**src/sv/lrm_pkg.sv**
```systemverilog
// line regex matcher package: sizes, character codes, command codes and item types
// shared by the cell, the result queue and the top level; no dependencies
`default_nettype none

package lrm_pkg;

	localparam int PATTERN_MAX = 32;
	localparam int CNT_W       = $clog2(PATTERN_MAX + 1);
	localparam int LINE_W      = 32;

	localparam logic [7:0] CH_STAR   = 8'h2A;
	localparam logic [7:0] CH_DOT    = 8'h2E;
	localparam logic [7:0] CH_DOLLAR = 8'h24;
	localparam logic [7:0] CH_CARET  = 8'h5E;
	localparam logic [7:0] CH_NL     = 8'h0A;

	typedef enum logic [1:0] {
		CMD_CLEAR  = 2'd0,
		CMD_APPEND = 2'd1,
		CMD_TEXT   = 2'd2,
		CMD_END    = 2'd3
	} lrm_cmd_t;

	typedef struct packed {
		lrm_cmd_t    command;
		logic [7:0]  symbol;
	} lrm_in_t;

	typedef struct packed {
		logic              line_matched;
		logic [LINE_W-1:0] line_index;
		logic              unterminated;
	} lrm_out_t;

	// broadcast to every cell
	typedef struct packed {
		logic       step;
		logic       clear;
		logic [7:0] sym;
	} lrm_bcast_t;

	// per-cell selects from the top level
	typedef struct packed {
		logic tok_wr;
		logic star_set;
		logic inject;
		logic tok_valid;
		logic prev_valid;
	} lrm_cell_sel_t;

endpackage

`default_nettype wire

```
**src/sv/lrm_cell.sv**
```systemverilog
// one position of the matcher row: a pattern token and its active bit
// depends on lrm_pkg
`default_nettype none

module lrm_cell (
	input  wire logic                  clk,
	input  wire logic                  arst_n,
	input  wire lrm_pkg::lrm_bcast_t   bc,
	input  wire lrm_pkg::lrm_cell_sel_t sel,
	input  wire logic                  close_in,
	input  wire logic                  fwd_in,
	output logic                       close_out,
	output logic                       fwd_out,
	output logic                       hit,
	output logic                       active
);
	import lrm_pkg::*;

	logic [7:0] tok_q;
	logic       star_q;
	logic       act_q;
	logic       cur;
	logic       acc;
	logic       act_next;

	always_comb begin
		cur       = act_q | sel.inject | close_in;
		acc       = (tok_q == CH_DOT) || (tok_q == bc.sym);
		close_out = cur & star_q & sel.tok_valid;
		fwd_out   = cur & sel.tok_valid & acc & ~star_q;
		act_next  = (cur & sel.tok_valid & acc & star_q) | fwd_in;
		hit       = cur & sel.prev_valid & ~sel.tok_valid;
		active    = act_q;
	end

	always_ff @(posedge clk or negedge arst_n) begin
		if (!arst_n) begin
			act_q <= 1'b0;
		end else if (bc.clear) begin
			act_q <= 1'b0;
		end else if (bc.step) begin
			act_q <= act_next;
		end
	end

	always_ff @(posedge clk) begin
		if (sel.tok_wr) begin
			tok_q  <= bc.sym;
			star_q <= 1'b0;
		end else if (sel.star_set) begin
			star_q <= 1'b1;
		end
	end

endmodule

`default_nettype wire

```
**src/sv/lrm_out_fifo.sv**
```systemverilog
// two-entry result queue between the cell row and the result channel
// depends on lrm_pkg
`default_nettype none

module lrm_out_fifo (
	input  wire logic             clk,
	input  wire logic             arst_n,
	input  wire logic             push,
	input  wire lrm_pkg::lrm_out_t push_data,
	output logic                  full,
	output logic                  result_valid,
	input  wire logic             result_stall,
	output lrm_pkg::lrm_out_t     result
);
	import lrm_pkg::*;

	lrm_out_t   ent_q [2];
	logic       wr_q;
	logic       rd_q;
	logic [1:0] cnt_q;
	logic       pop;

	always_comb begin
		full         = (cnt_q == 2'd2);
		result_valid = (cnt_q != 2'd0);
		result       = ent_q[rd_q];
		pop          = result_valid & ~result_stall;
	end

	always_ff @(posedge clk or negedge arst_n) begin
		if (!arst_n) begin
			wr_q  <= 1'b0;
			rd_q  <= 1'b0;
			cnt_q <= 2'd0;
		end else begin
			if (push) begin
				wr_q <= ~wr_q;
			end
			if (pop) begin
				rd_q <= ~rd_q;
			end
			if (push && !pop) begin
				cnt_q <= cnt_q + 2'd1;
			end else if (pop && !push) begin
				cnt_q <= cnt_q - 2'd1;
			end
		end
	end

	always_ff @(posedge clk) begin
		if (push) begin
			ent_q[wr_q] <= push_data;
		end
	end

endmodule

`default_nettype wire

```
**src/sv/line_regex_matcher_core.sv**
```systemverilog
// line regex matcher top level: pattern loader, line control, cell row, result queue
// depends on lrm_pkg, lrm_cell, lrm_out_fifo
`default_nettype none

// Takes one item per clock: pattern edits, text characters and end of input. Each text
// character other than a newline updates a row of PATTERN_MAX+1 cells at once, one cell
// per pattern token plus the accept position, with star closure rippling from cell to
// cell. A newline, or end of input with a line open, places the line's result in a
// two-entry queue the cycle after the item is taken; items keep flowing while one result
// waits there, and the item side stalls only when both queue entries are full. The
// combinational cell row update sets the rate of one character per clock.
module line_regex_matcher_core (
	input  wire logic             clk,
	input  wire logic             arst_n,
	input  wire logic             item_valid,
	output logic                  item_stall,
	input  wire lrm_pkg::lrm_in_t item,
	output logic                  result_valid,
	input  wire logic             result_stall,
	output lrm_pkg::lrm_out_t     result
);
	import lrm_pkg::*;

	logic [CNT_W-1:0]  pcnt_q;
	logic [CNT_W-1:0]  ntok_q;
	logic              at_start_q;
	logic              at_end_q;
	logic              last_star_q;
	logic              line_open_q;
	logic              matched_q;
	logic [LINE_W-1:0] line_q;

	logic              fire;
	logic              is_nl;
	logic              do_clear;
	logic              do_append;
	logic              do_caret;
	logic              do_merge;
	logic              do_new;
	logic              step_evt;
	logic              close_evt;
	logic              fifo_full;
	logic              hit_any;
	logic [CNT_W-1:0]  tk_count;
	lrm_bcast_t        bc;
	lrm_out_t          push_data;

	lrm_cell_sel_t     sel     [PATTERN_MAX+1];
	logic [PATTERN_MAX+1:0] close_c;
	logic [PATTERN_MAX+1:0] fwd_c;
	logic [PATTERN_MAX:0]   hit_vec;
	logic [PATTERN_MAX:0]   act_vec;
	logic [PATTERN_MAX:0]   tok_valid;

	always_comb begin
		fire      = item_valid & ~item_stall;
		is_nl     = (item.symbol == CH_NL);
		do_clear  = 1'b0;
		do_append = 1'b0;
		step_evt  = 1'b0;
		close_evt = 1'b0;
		unique case (item.command)
			CMD_CLEAR: begin
				do_clear = fire & ~line_open_q;
			end
			CMD_APPEND: begin
				do_append = fire & ~line_open_q & (pcnt_q < CNT_W'(PATTERN_MAX));
			end
			CMD_TEXT: begin
				step_evt  = fire & ~is_nl;
				close_evt = fire & is_nl;
			end
			CMD_END: begin
				close_evt = fire & line_open_q;
			end
			default: begin
				do_clear = 1'b0;
			end
		endcase
		do_caret = do_append & (pcnt_q == '0) & (item.symbol == CH_CARET);
		do_merge = do_append & ~do_caret & (item.symbol == CH_STAR) &
			(ntok_q != '0) & ~last_star_q;
		do_new   = do_append & ~do_caret & ~do_merge;
		tk_count = ntok_q - CNT_W'(at_end_q);
		bc.step  = step_evt;
		bc.clear = close_evt;
		bc.sym   = item.symbol;
		hit_any  = |hit_vec;
		push_data.line_matched = matched_q | hit_any;
		push_data.line_index   = line_q;
		push_data.unterminated = (item.command == CMD_END);
		item_stall = fifo_full;
	end

	assign close_c[0] = 1'b0;
	assign fwd_c[0]   = 1'b0;

	for (genvar i = 0; i <= PATTERN_MAX; i++) begin : g_cell
		assign tok_valid[i] = (CNT_W'(i) < tk_count);
		always_comb begin
			sel[i].tok_wr     = do_new & (ntok_q == CNT_W'(i));
			sel[i].star_set   = do_merge & (ntok_q == CNT_W'(i + 1));
			sel[i].inject     = (i == 0) ? (~line_open_q | ~at_start_q) : 1'b0;
			sel[i].tok_valid  = tok_valid[i];
			sel[i].prev_valid = (i == 0) ? 1'b1 : tok_valid[(i == 0) ? 0 : i - 1];
		end
		lrm_cell u_cell (
			.clk       (clk),
			.arst_n    (arst_n),
			.bc        (bc),
			.sel       (sel[i]),
			.close_in  (close_c[i]),
			.fwd_in    (fwd_c[i]),
			.close_out (close_c[i+1]),
			.fwd_out   (fwd_c[i+1]),
			.hit       (hit_vec[i]),
			.active    (act_vec[i])
		);
	end

	always_ff @(posedge clk or negedge arst_n) begin
		if (!arst_n) begin
			pcnt_q      <= '0;
			ntok_q      <= '0;
			at_start_q  <= 1'b0;
			at_end_q    <= 1'b0;
			last_star_q <= 1'b0;
			line_open_q <= 1'b0;
			matched_q   <= 1'b0;
			line_q      <= LINE_W'(1);
		end else begin
			if (do_clear) begin
				pcnt_q      <= '0;
				ntok_q      <= '0;
				at_start_q  <= 1'b0;
				at_end_q    <= 1'b0;
				last_star_q <= 1'b0;
			end
			if (do_append) begin
				pcnt_q <= pcnt_q + CNT_W'(1);
			end
			if (do_caret) begin
				at_start_q <= 1'b1;
			end
			if (do_merge) begin
				last_star_q <= 1'b1;
				at_end_q    <= 1'b0;
			end
			if (do_new) begin
				ntok_q      <= ntok_q + CNT_W'(1);
				last_star_q <= 1'b0;
				at_end_q    <= (item.symbol == CH_DOLLAR);
			end
			if (step_evt) begin
				line_open_q <= 1'b1;
				matched_q   <= matched_q | (~at_end_q & hit_any);
			end
			if (close_evt) begin
				line_open_q <= 1'b0;
				matched_q   <= 1'b0;
				if (line_q != '1) begin
					line_q <= line_q + LINE_W'(1);
				end
			end
		end
	end

	lrm_out_fifo u_out_fifo (
		.clk          (clk),
		.arst_n       (arst_n),
		.push         (close_evt),
		.push_data    (push_data),
		.full         (fifo_full),
		.result_valid (result_valid),
		.result_stall (result_stall),
		.result       (result)
	);

	a_stall_only_when_results_wait: assert property (@(posedge clk) disable iff (!arst_n)
		item_stall |-> result_valid)
		else $error("item side stalled with no result waiting");

	a_idle_row_clear: assert property (@(posedge clk) disable iff (!arst_n)
		!line_open_q |-> (act_vec == '0))
		else $error("active position outside an open line");

	a_match_needs_open_line: assert property (@(posedge clk) disable iff (!arst_n)
		matched_q |-> line_open_q)
		else $error("match flag set with no open line");

	a_line_number_advance: assert property (@(posedge clk) disable iff (!arst_n)
		(close_evt && line_q != '1) |=> (line_q == $past(line_q) + LINE_W'(1)))
		else $error("line number did not advance after a closed line");

endmodule

`default_nettype wire

```
**config.mk**
```make
export PLATFORM = sky130hd
export DESIGN_NAME = line_regex_matcher_core
export DESIGN_NICKNAME = d
export VERILOG_FILES = /design/src/sv/lrm_pkg.sv /design/src/sv/lrm_cell.sv /design/src/sv/lrm_out_fifo.sv /design/src/sv/line_regex_matcher_core.sv
export SDC_FILE = /design/constraint.sdc
export NUM_CORES = 1
export LEC_CHECK = 0
export ABC_AREA = 1
export BUFFER_PORTS_ARGS = -buffer_cell sky130_fd_sc_hd__buf_2
export CAP_MARGIN = 20
export CORE_ASPECT_RATIO = 0.8
export CORE_MARGIN = 3
export CORE_UTILIZATION = 60
export CTS_BUF_LIST = sky130_fd_sc_hd__clkbuf_8
export DETAILED_ROUTE_END_ITERATION = 12
export GPL_ROUTABILITY_DRIVEN = 0
export PLACE_DENSITY = 0.77
export REMOVE_ABC_BUFFERS = 1
export SLEW_MARGIN = 20
export SYNTH_ARGS = -nofsm -noshare
export SYNTH_HDL_FRONTEND = slang
export SYNTH_SLANG_ARGS = --single-unit
```
**constraint.sdc**
```tcl
create_clock -name clk -period 18.1 [get_ports clk]
set_input_delay 0.905 -clock clk [delete_from_list [all_inputs] [get_ports clk]]
set_output_delay 0.905 -clock clk [all_outputs]
set_load 0.05 [all_outputs]
```
After elaboration in Yosys (flattened, before gate mapping). Memory sizes are Yosys's and may differ from the RTL's. Cells that the tools add are included.

Logic and storage cells: 881. Memories: 1. Input bits: 14. Flip-flop bits (word level): 383. Memory bits (writable): 68. Output and inout bits: 36.

Memory list: u_out_fifo.ent_q (depth 2, bits a word 34, read ports 1, clocked after Yosys merged registers in 0, write ports 1, line lrm_out_fifo.sv:17) `lrm_out_t ent_q [2];`.

$lt $le $gt $ge: 34. Muxes and demuxes: 87. Reduce and logical (&&, ||, !) cells: 50. Bitwise gates (word level): 485. Add/sub/neg operators: 6. Equality and inequality tests: 108.

Operators by type and width (number): AND 1 bit (341); == test 8 x 6 -> 1 bit, second input constant (35); == test 8 bit (33); == test 6 x 5 -> 1 bit, second input constant (16); less-than comparator 5 x 6 -> 1 bit, first input constant (16); 2-to-1 mux 1 bit (81); NOT 1 bit (76); OR 1 bit (68); == test 6 x 4 -> 1 bit, second input constant (8); less-than comparator 4 x 6 -> 1 bit, first input constant (8); logical OR 1 bit (33); OR reduction 33 bit (1); adder 32 x 1 -> 32 bit, second input constant (1); inequality test 32 bit, second input constant (1); == test 6 x 3 -> 1 bit, second input constant (4); less-than comparator 3 x 6 -> 1 bit, first input constant (4); 2-to-1 mux 6 bit (3); adder 6 x 1 -> 6 bit, second input constant (2); == test 6 x 2 -> 1 bit, second input constant (2); == test 6 bit, second input constant (2); logical NOT 6 bit (2); less-than comparator 1 x 6 -> 1 bit, first input constant (2); less-than comparator 2 x 6 -> 1 bit, first input constant (2); nonzero test 2 bit (6); other kinds (18) (23).

Depth between registers and ports, before layout. Gate-level depths: netlist of the first run.

Word-level depth: 106. Mapped depth: 76. Depth with buffers taken out: 76.

Hierarchy. Synthesis of the first run repeated with hierarchy kept, for this count alone.

Cell total of the unflattened synthesis: 3046. Area, all modules: 25137.9 um^2.

By module, submodules not included: lrm_cell (times used 33, cells an instance 64, seq. area each 285.3 um^2, area each 544.3 um^2); line_regex_matcher_core (times used 1, cells an instance 728, seq. area each 1227.4 um^2, area each 4423.0 um^2); lrm_out_fifo (times used 1, cells an instance 206, seq. area each 2142.1 um^2, area each 2753.9 um^2).

Least setup slack after synthesis of the first run. No wires, ideal clock.

Path type: flip-flop to flip-flop. Start: register ntok_q[0]. End: memory u_out_fifo.ent_q[0][33] in the netlist's numbering (data pin). Slack: 12027 ps. Cell stages (with the launch flop): 70. Library setup time: 135 ps. Data arrival time: 5938 ps. Path buffers: 1. Period minus slack after synthesis: 6073 ps. Data required time: 17965 ps. Cell sequence: dfrtp_1 > inv_1 > ha_1 > ha_1 > clkbuf_1 > nor2_1 > inv_1 > nand2_1 > nand3_2 > nand2_2 > nand3_2 > nand2_2 > nand3_2 > nand2_2 > nand3_2 > nand2_2 > nand3_2 > nand2_2 > (+34 left out) > nand3_2 > nand2_2 > nand3_2 > nand2_2 > nand3_2 > nand2_2 > nand3_2 > nand2_2 > nand3_2 > nand2_2 > nand3_2 > nand2_2 > nand3_2 > nand2_2 > nand3_2 > nand2_1 > nand2_1 > nand2_1.

RTL lines: start, declared (line line_regex_matcher_core.sv:25) `logic [CNT_W-1:0] ntok_q;`; start signal, assigned (line line_regex_matcher_core.sv:150) `ntok_q <= ntok_q + CNT_W'(1);`; end, declared (line lrm_out_fifo.sv:17).

==> summary.md, run 1 <==
| Metric | Value |
|---|---|
| Comb power frac | 25.4% |
| Post_cts resized | 0 |
| Chip width | 218 um |
| Final hold viol count | 0 |
| Vias post-DR | 15800 |
| Critical Path RT | 18.57 ns |
| CP max stage cell | nor2_1 |
| Worst Setup Path Type | flop to flop |
| Worst setup EP type | flop |
| Post-Route Utilization | 67.8% |
| Congestion Overflow GR | 0 |
| Fmax achieved | 0.140 GHz |
| Ys Warns | 0 |
| Core Rows | 61 |
| Largest net degree at the start of global routing | 69 |
| Leakage | 9.24 nW |
| Crit path top cell by count | nand3_2 |
| Yosys top cell area share | 46.1% |
| Cell Int Power | 1.74 mW |
| Vias in the first global route | 15200 |
| CP max FO | 11 |
| Layout cells sized above 1 | 12.2% |
| RSZ-0062 raised after global routing | false |
| Initial DRC count | 1699 |
| Bufs on Longest Clock Path | 3 |
| CTS buffer count | 69 |
| Relative slew slack | 15.4% |
| Top Ports | 50 |
| Period Utilization, post-route | 39.6% |
| Diodes inserted | 0 |
| Outcome | finished, final reports clean |
| Vias per inst | 5.82 |
| DP Wirelength | 34100 um |
| Post-CTS Setup Bufs | 0 |
| Die ar. | 38300 um2 |
| Final Skew | 0.0313 ns |
| Worst hold-check path type | input pin to async pin |
| Syn avg cell area | 10.2 um2 |
| Clock transition at path regs | 0.07 ns |
| CTS tree | built |
| Worst-Skew Late Latency | 0.62 ns |
| Total Routed Length | 51000 um |
| Core box area | 35100 um2 |
| Main area contributors after synthesis | edfxtp_1 (46%), dfrtp_1 (9.8%), xnor2_1 (7.6%) |
| Root Buffer | clkbuf_8 |
| PortBufs | 49 |
| Minimum clock period | 7.16 ns |
| Post-synth EDFFs | 332 |
| Worst vdd ir | 0.0737 mV |
| H-Tree Depth | 3 |
| Final nets | 2214 |
| Max-slew violations | 0 |
| Post-Syn Area | 21600 um2 |
| Crit path arrival time | 7.63 ns |
| Max-Cap Viols | 0 |
| Switch Pwr | 0.945 mW |
| Fin Setup TNS | 0 ns |
| Mapped Cells | 2115 |
| Area grow syn2layout | 10.1% |
| Post-DRT Antenna Nets | 0 |
| Reg power frac | 44.5% |
| Distinct cells, synth | 45 |
| P per Cell Area | 113 nW/um2 |
| Fill count | 2599 |
| # DRC | 0 |
| Clk pwr share | 30.2% |
| Chip height | 176 um |
| Seq/Total Area, Yosys | 59.2% |
| Worst-margin pin slew | 1.25 ns |
| CTS Hold Buffers Added | 0 |
| #FFs+latches synth | 451 |
| First-pass GRT wire length | 80200 um |
| Initial core utilization | 61.6% |
| Initial antenna violation count | 0 |
| Gr usage total | 26.7% |
| Startpoint Class | flop |
| Synth async-reset ratio | 19.1% |
| Setup Viol. Count Final | 0 |
| Max incr delay on CP | 0.50 ns |
| Most used DFF post-synth | edfxtp_1 |
| Switch share | 35.2% |
| Clock sink total | 451 |
| Drt wl/cell | 18.8 um |
| Drt first pass iters | 5 |
| Synth area leader | edfxtp_1 |
worst max-delay path, delay by kind of cell (launching register included):
family / cells / cell delay (ns)
buf+inv: 2 / 0.37
flops: 1 / 0.40
fa+ha+maj: 2 / 0.73
simple gates: 64 / 5.53
per-layer routing:
layer | up-vias | GRT usage (%) | share of wire (%)
met3 | 104 | 5.26 | 9.7
met2 | 738 | 39.1 | 43
met5 | - | 0 | 0
met1 | 7591 | 40.3 | 45
li1 | 7387 | - | -
met4 | 0 | 9.02 | 2.5
final timing paths:
kind | end | from | cells past startpoint | slack [ns]
setup / recovery | u_out_fifo.ent_q[0][33] | ntok_q[0] | 68 | 10.94
setup reg to reg | u_out_fifo.ent_q[0][33] | ntok_q[0] | 68 | 10.94
min in group clk | u_out_fifo.ent_q[1][24] | line_q[23] | 0 | 0.47
hold / removal | line_q[7] | arst_n | 1 | 0.16
max in group asynchronous | g_cell[24].u_cell.active | arst_n | 2 | 16.70
hold reg to reg | u_out_fifo.ent_q[1][24] | line_q[23] | 0 | 0.47
sequential cells by signal, indices dropped and copies added (netlist names):
name                  cells
g_cell.u_cell.tok_q     264
u_out_fifo.ent_q         68
g_cell.u_cell.active     33
g_cell.u_cell.star_q     33
line_q                   32
ntok_q                    6
pcnt_q                    6
u_out_fifo.cnt_q          2
at_end_q                  1
at_start_q                1
last_star_q               1
line_open_q               1
matched_q                 1
u_out_fifo.rd_q           1
u_out_fifo.wr_q           1
cell usage in the layout, fill, tap and decap left out, drive strengths merged:
cell type,instances
nand2,411
edfxtp,332
inv,304
xnor2,187
nand3,164
nor2,116
o21ai,111
dfrtp,85
nand4,84
clkbuf,84
buf,73
nor4,58
o22ai,46
dfxtp,33
xor2,33
or2,26
nor3,18
a21oi,16
o41ai,13
clkinv,13
ha,10
a2111oi,4
a31oi,4
o211ai,4
o2111ai,3
nand3b,3
o31ai,2
a32o,2
a31o,1
a22oi,1
o21a,1
a2111o,1
o32ai,1
clkinvlp,1
dfstp,1
layout make-up:
| cell class | instances | area (um2) | share of cell area [%] |
|---|---|---|---|
| Multi-Input combinational cell | 1320 | 7570 | 31.8 |
| Inverter | 275 | 1030 | 4.34 |
| Tap cell | 472 | 591 | 2.48 |
| Timing Repair Buffer | 73 | 475 | 2.00 |
| Clock inverter | 43 | 183 | 0.768 |
| Sequential cell | 451 | 12800 | 53.7 |
| Clock buffer | 84 | 1160 | 4.86 |
through the flow:
| step | cells | hold slack [ns] | total power [mW] | instance area, um2 | worst slack, ns |
|---|---|---|---|---|---|
| final | 2718 | 0.157 | 2.68 | 23800 | 10.94 |
| after CTS | 2716 | 0.141 | 2.68 | 23700 | 11.06 |
| after global routing | 2718 | 0.153 | 2.80 | 23800 | 10.25 |
| after floorplan | 2046 | 0.442 | 1.68 | 21300 | 12.04 |
| after detailed placement | 2589 | 0.463 | 1.88 | 22400 | 11.14 |
| after global placement | 2589 | 0.455 | 1.87 | 22400 | 11.38 |
power groups by stage:
stage                     Combinational, mW  Sequential [mW]  Clock, mW
after global placement                0.655             1.21          0
after global routing                  0.736             1.20      0.868
after CTS                             0.670             1.19      0.822
after floorplan                       0.474             1.21          0
after detailed placement              0.668             1.21          0
final                                 0.681             1.19      0.809
kinds of logic after synthesis:
kind of cell / count (synthesis) / synth area share, %
XOR/XNOR: 220 / 8.95
AND/OR/NAND/NOR: 880 / 19.6
buffers and inverters: 344 / 6.02
flip-flops: 451 / 59.2
adder cells (fa/ha/maj): 10 / 0.579
AO/OA/AOI/OAI: 210 / 5.72
Yosys cell counts (16+ instances only):
cell type,n
dfxtp_1,33
nor3_1,18
nand2_2,30
xor2_1,32
nand4_1,84
edfxtp_1,332
nor2_1,113
clkbuf_1,50
a21oi_1,16
nand3_1,133
o21ai_0,107
o22ai_1,46
dfrtp_1,85
inv_1,268
nor4_1,58
nand2_1,378
or2_2,26
xnor2_1,187
nand3_2,31
buf_1,17
Note: power is estimated with default switching activity, not from simulation.
==> inputs of run 2 (changes only) <==
--- a/config.mk
+++ b/config.mk
@@ -10,11 +10,11 @@
 export CAP_MARGIN = 20
 export CORE_ASPECT_RATIO = 0.8
 export CORE_MARGIN = 3
-export CORE_UTILIZATION = 60
+export CORE_UTILIZATION = 59
 export CTS_BUF_LIST = sky130_fd_sc_hd__clkbuf_8
 export DETAILED_ROUTE_END_ITERATION = 12
 export GPL_ROUTABILITY_DRIVEN = 0
-export PLACE_DENSITY = 0.77
+export PLACE_DENSITY = 0.79
 export REMOVE_ABC_BUFFERS = 1
 export SLEW_MARGIN = 20
 export SYNTH_ARGS = -nofsm -noshare
==> constraint.sdc (replaced) <==
create_clock -name clk -period 6.4 [get_ports clk]
set_input_delay 0.32 -clock clk [delete_from_list [all_inputs] [get_ports clk]]
set_output_delay 0.32 -clock clk [all_outputs]
set_load 0.05 [all_outputs]
==> summary.md, run 2 (synthesis results as in run 1) <==
| Metric | Value |
|---|---|
| Clock sink total | 451 |
| Clock transition at path regs | 0.06 ns |
| Outcome | complete, but fails checks |
| Most common cell after layout, fill and taps aside | nand2_1 |
| Top Ports | 50 |
| # DRC | 0 |
| Worst Setup Path Type | flop to flop |
| Worst hold-check path type | input pin to flop |
| Period Utilization, post-route | 101% |
| Crit Reg-Reg Endpoint | g_cell[32].u_cell.active |
| Die ar. | 39000 um2 |
| Switch share | 35.2% |
| PortBufs | 49 |
| Gr usage total | 26.9% |
| RSZ-0062 raised after global routing | true |
| Cell Int Power | 5.07 mW |
| Leakage | 9.44 nW |
| Drt first pass iters | 6 |
| Diodes inserted | 0 |
| Largest net degree at the start of global routing | 75 |
| Final nets | 2261 |
| Crit path arrival time | 6.99 ns |
| Worst hold start | result_stall |
| Hold depth | 4 |
| Reg2reg start | at_end_q |
| Max incr delay on CP | 0.43 ns |
| CTS tree | built |
| Reg power frac | 43.0% |
| CP max stage cell | dfrtp_1 |
| Initial DRC count | 1726 |
| Final worst setup slack | -0.0641 ns |
| Root Buffer | clkbuf_8 |
| Comb power frac | 27.4% |
| Layout cells sized above 1 | 14.5% |
| Initial core utilization | 60.0% |
| Reg-to-reg slack, setup | -0.06 ns |
| Bufs on Longest Clock Path | 3 |
| R2R cell count | 75 |
| Post-DRT Antenna Nets | 0 |
| Final Skew | 0.0396 ns |
| Worst vdd ir | 0.221 mV |
| CTS buffer count | 70 |
| Reg with most FFs | g_cell.u_cell.tok_q |
| Largest register FFs | 264 |
| H-Tree Depth | 3 |
| Total Routed Length | 52500 um |
| Core Rows | 62 |
| Vias per inst | 5.80 |
| Chip height | 177 um |
| Power, Total | 7.82 mW |
| Startpoint Class | flop |
| Largest regs | g_cell.u_cell.tok_q (264), u_out_fifo.ent_q (68) |
| Worst-Skew Late Latency | 0.60 ns |
| Clk pwr share | 29.6% |
| P per Cell Area | 323 nW/um2 |
| Failing checks | setup timing |
| Post-Route Utilization | 67.2% |
| Leading cell types in the layout, fill and taps excluded | nand2_1 (371), edfxtp_1 (332), inv_1 (285) |
| Critical Path RT | 6.93 ns |
| Worst setup EP type | flop |
| Fmax achieved | 0.155 GHz |
| Max-Cap Viols | 0 |
| Area grow syn2layout | 11.9% |
| First-pass GRT wire length | 82200 um |
| Crit path top cell by count | nand2_2 |
| WP buf/inv | 0 |
| Core box area | 36000 um2 |
| Chip width | 220 um |
| Vias in the first global route | 15800 |
| Switch Pwr | 2.75 mW |
| Minimum clock period | 6.46 ns |
| DP Wirelength | 34700 um |
| CP max FO | 4 |
| Max-slew violations | 0 |
| Hold path endpoint | u_out_fifo.rd_q |
| Vias post-DR | 16100 |
| Setup Viol. Count Final | 5 |
| Final hold viol count | 0 |
| Critical path depth | 75 |
| Drt wl/cell | 18.9 um |
| Initial antenna violation count | 1 |
| Congestion Overflow GR | 0 |
| Worst-margin pin slew | 1.06 ns |
| Relative slew slack | 29.1% |
| Pre-CTS WS | -0.233 ns |
| Crit-path leading delay family | simple AND/OR/NAND/NOR gates |
## run 2: cell types whose count changed in the layout (fill, tap and decap cells not counted), moves of 4 or more
cell / change
buf_4: +42
inv_1: -12
clkinv_1: +11
nand2_1: -6
nand2_2: +6
clkbuf_8: -5
nor2_2: +4
## run 2: routing by layer
metal	routed length [um]	GRT usage (%)	share of wire, %
met3	5380	7.22	10
met1	22200	38.3	42
met4	1540	8.58	2.9
met5	13	0	0.025
met2	23300	40.7	44
## run 2: area by class of cell
class / instances / area (um2)
clock inverters: 47 / 253
well taps: 480 / 601
multi-input cells: 1320 / 7630
fillers: 2684 / 11800
repair buffers: 119 / 798
inverters: 275 / 1030
clock buffers: 79 / 1090
flip-flops and latches: 451 / 12800
## run 2: worst max path at each step
stage                         start                  endpoint  slack (ns)
after global placement    ntok_q[0]  g_cell[32].u_cell.active        0.13
final                      at_end_q  g_cell[32].u_cell.active       -0.06
after floorplan           ntok_q[0]  g_cell[32].u_cell.active        0.34
after detailed placement  ntok_q[0]  g_cell[32].u_cell.active       -0.23
after global routing       at_end_q  g_cell[32].u_cell.active       -0.56
after CTS                  at_end_q  g_cell[32].u_cell.active       0.008
## run 2: repair_timing
| item | CTS | global route |
|---|---|---|
| setup buffers | 16 | 19 |
| pin swaps | 21 | 28 |
| hold buffers | 1 | 0 |
| resized for setup | 10 | 10 |
| setup endpoints to repair | 7 | 9 |
| endpoints found under the hold margin | 12 | 0 |
## run 2: worst min-delay path, delay by kind of cell
family / cells / cell delay [ns]
buf+inv: 2 / 0.11
xor+xnor: 1 / 0.09
simple gates: 1 / 0.09
## run 2: through the flow
stage          area, um2  cells  setup TNS (ns)  hold WS (ns)
6_report           24200   2771          -0.233        0.0715
5_1_grt            24200   2771           -3.36        0.0671
3_5_place_dp       22500   2609           -1.31         0.179
2_1_floorplan      21300   2046               0        0.0244
4_1_cts            24000   2752               0        0.0471
3_3_place_gp       22500   2609               0         0.174
## run 2: power groups by stage
| stage | clock network [mW] | registers [mW] | logic, mW |
|---|---|---|---|
| CTS | 2.34 | 3.36 | 2.01 |
| finish | 2.31 | 3.36 | 2.14 |
| detailed placement | 0 | 3.42 | 1.96 |
| floorplan | 0 | 3.42 | 1.34 |
| global placement | 0 | 3.41 | 1.91 |
| global route | 2.47 | 3.37 | 2.31 |
